File: config.mk
export PLATFORM = sky130hd
export DESIGN_NAME = wmtf_ctrl
export DESIGN_NICKNAME = d
export VERILOG_FILES = /design/src/rtl/wmtf_pkg.sv /design/src/rtl/wmtf_ctrl.sv
export SDC_FILE = /design/constraint.sdc
export NUM_CORES = 1
export LEC_CHECK = 0
export BUFFER_PORTS_ARGS = -buffer_cell sky130_fd_sc_hd__buf_4
export CORE_AREA = 2 2 39 41
export CTS_BUF_LIST = sky130_fd_sc_hd__clkbuf_4 sky130_fd_sc_hd__clkbuf_8
export DETAILED_ROUTE_END_ITERATION = 16
export DIE_AREA = 0 0 41 43
export GPL_TIMING_DRIVEN = 0
export RECOVER_POWER = 100
export SYNTH_ARGS = -nofsm -noshare
export SYNTH_HDL_FRONTEND = slang
export SYNTH_SLANG_ARGS = --single-unit
File: constraint.sdc
create_clock -name clk_i -period 0.8 [get_ports clk_i]
set_input_delay 0.08 -clock clk_i [delete_from_list [all_inputs] [get_ports clk_i]]
set_output_delay 0.08 -clock clk_i [all_outputs]
set_load 0.05 [all_outputs]
File: src/rtl/wmtf_pkg.sv
// shared types, constants and codes for the weighted move-to-front cost block
package wmtf_pkg;

  localparam int unsigned MAX_ITEMS_DEF   = 1024;
  localparam int unsigned WEIGHT_BITS_DEF = 16;

  localparam int unsigned KIND_W   = 2;
  localparam int unsigned ITEM_W   = 10;
  localparam int unsigned WEIGHT_W = 16;
  localparam int unsigned LIFT_W   = 26;
  localparam int unsigned TOTAL_W  = 48;

  localparam logic [LIFT_W-1:0]  LIFT_MAX  = '1;
  localparam logic [TOTAL_W-1:0] TOTAL_MAX = '1;

  typedef enum logic [KIND_W-1:0] {
    KIND_WRITE   = 2'd0,
    KIND_ACCESS  = 2'd1,
    KIND_RESTART = 2'd2
  } kind_e;

  typedef enum logic [1:0] {
    ST_IDLE,
    ST_WALK,
    ST_REPORT
  } state_e;

  typedef struct packed {
    logic [KIND_W-1:0]   kind;
    logic [ITEM_W-1:0]   item;
    logic [WEIGHT_W-1:0] weight_value;
  } req_t;

  typedef struct packed {
    logic [LIFT_W-1:0]  lifted_weight;
    logic [TOTAL_W-1:0] total_cost;
    logic               first_access;
  } rsp_t;

  typedef struct packed {
    logic load;
    logic wr_weight;
    logic restart;
    logic step;
    logic hit_end;
    logic fresh_end;
    logic report;
  } ctrl_cmd_t;

  typedef struct packed {
    logic is_write;
    logic is_access;
    logic is_restart;
    logic at_depth;
    logic hit;
  } ctrl_sts_t;

endpackage

File: src/rtl/wmtf_ctrl.sv
// controller state machine: decodes requests and sequences the stack walk
module wmtf_ctrl (
  input  logic                clk_i,
  input  logic                rst_ni,
  input  logic                start,
  input  wmtf_pkg::ctrl_sts_t sts_i,
  output wmtf_pkg::ctrl_cmd_t cmd_o,
  output logic                busy
);

  wmtf_pkg::state_e state_q, state_d;

  always_ff @(posedge clk_i or negedge rst_ni) begin
    if (!rst_ni) begin
      state_q <= wmtf_pkg::ST_IDLE;
    end else begin
      state_q <= state_d;
    end
  end

  always_comb begin
    state_d = state_q;
    cmd_o   = '0;
    busy    = 1'b1;
    case (state_q)
      wmtf_pkg::ST_IDLE: begin
        busy = 1'b0;
        if (start) begin
          cmd_o.wr_weight = sts_i.is_write;
          cmd_o.restart   = sts_i.is_restart;
          if (sts_i.is_access) begin
            cmd_o.load = 1'b1;
            state_d    = wmtf_pkg::ST_WALK;
          end
        end
      end
      wmtf_pkg::ST_WALK: begin
        if (sts_i.at_depth) begin
          cmd_o.fresh_end = 1'b1;
          state_d         = wmtf_pkg::ST_REPORT;
        end else if (sts_i.hit) begin
          cmd_o.hit_end = 1'b1;
          state_d       = wmtf_pkg::ST_REPORT;
        end else begin
          cmd_o.step = 1'b1;
        end
      end
      wmtf_pkg::ST_REPORT: begin
        cmd_o.report = 1'b1;
        state_d      = wmtf_pkg::ST_IDLE;
      end
      default: begin
        state_d = wmtf_pkg::ST_IDLE;
      end
    endcase
  end

endmodule

Word-level counts from Yosys, hierarchy flattened
Cells that the tools add are included.
{ "op_classes": {"n_eq_ne": 5, "muxes": 15, "n_reduce_logical": 2} }
{ "ops": {"columns": ["cell", "count"], "rows": [
  ["two-way mux 2 bit", 5],
  ["two-way mux 3 bit", 3],
  ["two-way mux 1 bit", 6],
  ["!= test 2 bit (second input constant)", 2],
  ["one-hot mux 2 bit (2 select lines)", 1],
  ["!= test 3 bit (second input constant)", 1],
  ["AND reduction 3 bit", 1],
  ["== test 2 x 1 -> 1 bit (second input constant)", 1],
  ["== test 2 bit (second input constant)", 1],
  ["zero test 2 bit", 1]
]} }
{ "word_totals": {"regBits": 2, "in_bits": 8, "output_inout_bits": 8, "wordCells": 23} }

Logic depth before layout (Yosys ltp)
{ "depth": {"depth_word": 3, "mapped_depth": 3, "depth_no_buf": 3} }

Worst setup path before layout
No wires, ideal clock.
{ "synth_path": {"path_type": "reg2out", "startpoint": "register state_q[1]", "endpoint": "output port cmd_o[3] (netlist name)", "arrival_time_ns": 1.576, "required_time_ns": 0.720, "setup_slack_ns": -0.856, "path_stages_with_launch": 3, "path_buffers": 0, "path_cell_list": "dfrtp_1 nand2b_4 nor3_1"} }
{ "synth_lines": {"columns": ["element", "line", "text"], "rows": [
  ["start: declaration", "wmtf_ctrl.sv:11", "wmtf_pkg::state_e state_q, state_d;"],
  ["start signal: assignment", "wmtf_ctrl.sv:15", "state_q <= wmtf_pkg::ST_IDLE;"],
  ["start signal: assignment", "wmtf_ctrl.sv:17", "state_q <= state_d;"],
  ["end: declaration", "wmtf_ctrl.sv:7", "output wmtf_pkg::ctrl_cmd_t cmd_o,"]
]} }

==> metrics <==
via count between 150 and 200; crit end category output port; Worst-Skew Late Latency 0.22 ns; fmax between 0.7 and 0.8 GHz; Startpoint Class register; drt via density about 3.6; Root Buffer clkbuf_4; Post-synth top cells 5 x nor2_1, 2 x and3_2, 2 x dfrtp_1; number of global-route vias before repair around 210; fin nets between 40 and 50; Initial DRT Pass Iterations 2; Hold Path Cell Cnt 2; Clock Pin Slew Worst Setup and Hold Paths around 0.03 ns; Core Rows 14; initial DRC count 3; Mapped Nets 25; chip height between 40 and 50 µm; #FFs+latches synth 2; CP max stage delay roughly 0.4 ns; crit path DAT between 1 and 1.5 ns; Core Region roughly 0.0014 mm²; worst setup margin -0.4504 ns; hold crit path type primary input to register; Setup TNS -3.344 ns; status complete, but fails checks; Synth area leader dfrtp_1; Post-synth EDFFs 0; prevailing post-synth register cell dfrtp_1; ant diodes 0; width of the die between 40 and 50 µm; share of cells above drive strength 1 a little over four fifths; Max-slew headroom slightly below 90%; Reg2Reg Launch Point state_q[1]; fin crit period ~1.3 ns; Crit Reg-Reg Endpoint state_q[0]; Clock Power Share about 32%; Sink Count 2; worst IR drop on VDD about 550 µV; final hold vios 0; Internal roughly 430 µW; DP HPWL about 340 µm; routability cong. about 0.58; Slew @ Worst Pin about 0.19 ns; initial antenna violation count 0; critical path fanouts, max 4; CP required just over 0.7 ns; most common cell in the netlist nor2_1; share of total power in sequential cells between 10% and 20%; Hold Path Origin sts_i[0]; failing checks setup timing; endpoints failing setup 10; Pins Over Slew Limit 0; Longest Clk Path Bufs 2; Initial Util between 10% and 20%; Final Power approximately 700 µW; Filler cells 150; Worst Clk Skew around 0.0017 ns; RSZ-0062 raised after global routing true; worst r2r path cells 3; final worst-path cycle share 156.3%; Sw Share between 30% and 40%; I/O pins 16; area grow syn2layout 173.6%; top cells by area, synth dfrtp_1 33%, nor2_1 12%, o32ai_2 11%, and3_2 9.9%, nand2b_4 9.1%; first-pass GRT wire length between 700 and 800 µm; Register Area approximately 50 µm²; Avg Inst Size Synth 8.906 µm²; top-area cell type share of the netlist area between 30 and 40%; Leakage 0.0001943 µW; CP bufs+invs 1; Regs by FF count state_q x2; Most flops, register state_q; die area approximately 0.0018 mm²; post-synth cell types 11; kind of critical path register to output port; CP top delay family flip-flops; hold endpoint state_q[0]; max_cap viols 0; I/O Buffers 15; Post-Syn Area around 150 µm²; sw power roughly 270 µW; critical path, cell by cell nand2b_4 > nor3b_4 > buf_6; Post-DRT Antenna Nets 0; GRT Overall Usage 7.839%; Worst path slowest cell dfrtp_1; GRT overflow 0; P per Cell Area ~1700 mW/mm²; CTS buffer count 3; yosys warns 0; pin count of the biggest net entering global routing 6; multi-input combinational cell area around 140 µm²; post-synthesis sequential area ratio between 30% and 40%; number of flip-flops in the largest register 2; drt wl/cell about 8.1 µm; async set-reset flop share out of synthesis 100.0%; Logic pwr share 49.9%; # H-tree levels 1; CTS tree built; drt total wl around 440 µm; DRC Markers 0; cells after synthesis 17; R2R Setup Slk -0.24 ns
[cell usage in the layout, fill, tap and decap left out]
cell,n
and2b_2,1
and3_2,1
and3_4,1
buf_4,8
buf_6,5
buf_8,3
clkbuf_1,1
clkbuf_4,3
dfrtp_1,1
dfrtp_2,1
dlygate4sd3_1,1
inv_1,1
inv_4,1
nand2_1,1
nand2b_4,1
nor2_1,1
nor2_2,2
nor2_4,2
nor3_4,1
nor3b_4,1
o32ai_2,1
[worst max path at each step]
| stage | from | to | cells past startpoint |
|---|---|---|---|
| 3_3_place_gp | state_q[0] | cmd_o[4] | 3 |
| 4_1_cts | state_q[1] | cmd_o[2] | 3 |
| 5_1_grt | state_q[1] | cmd_o[2] | 3 |
| 3_5_place_dp | state_q[0] | cmd_o[5] | 3 |
| 6_report | state_q[1] | cmd_o[2] | 3 |
| 2_1_floorplan | state_q[1] | cmd_o[2] | 2 |
[timing repair]
item | in CTS | in global routing
hold endpoints to repair | 2 | 0
endpoints found under the setup margin | 9 | 10
setup buffers | 2 | 0
hold buffers | 1 | 0
resized for setup | 11 | 5
pin swaps | 1 | 1
[layer usage]
| layer | GRT usage (%) | vias to the layer above | share of wire, % | routed length (µm) |
|---|---|---|---|---|
| met5 | 0 | - | 0 | 0 |
| li1 | - | 101 | - | - |
| met2 | 10.00 | 11 | 55 | 241 |
| met3 | 6.806 | 0 | 13 | 57 |
| met1 | 5.806 | 81 | 31 | 137 |
| met4 | 10.00 | 0 | 0 | 0 |
[power by group through the flow]
stage	registers (µW)	logic, µW	clock network (µW)
after detailed placement	121	281	0
after global placement	121	278	0
after global routing	128	370	262
final	126	348	224
after CTS	125	335	238
after floorplan	120	189	0
[metrics by stage]
stage / setup WS, ns / hold slack, ns / cells / utilization (%) / area, µm²
finish: -0.4504 / 0.1011 / 54 / 29.93 / 414.1
detailed placement: -0.3371 / -0.1366 / 48 / 22.78 / 315.3
CTS: -0.4699 / 0.1005 / 54 / 29.20 / 404.1
global route: -0.5318 / 0.09014 / 54 / 29.93 / 414.1
global placement: -0.2958 / -0.1374 / 48 / 22.78 / 315.3
floorplan: -0.3110 / -0.2156 / 17 / - / 182.7
[area by class of cell]
class	instances	share of cell area (%)
flip-flops and latches	2	12.39
clock buffers	3	5.438
repair buffers	18	42.30
inverters	2	2.417
well taps	16	4.834
multi-input cells	13	32.63
[cell families after synthesis]
kind of cell           after synthesis  synth area share (%)
AND/OR/NAND/NOR                     12                 51.23
AO/OA/AOI/OAI                        1                 10.75
flip-flops                           2                 33.06
buffers and inverters                2                 4.954
[worst register-to-register path: cells and delay by family, from the launching register on]
kind	cells	cell delay, ns
compound gates	1	0.19
flops	1	0.40
simple gates	1	0.19
buf+inv	1	0.15
Note: power is estimated with default switching activity, not from simulation.
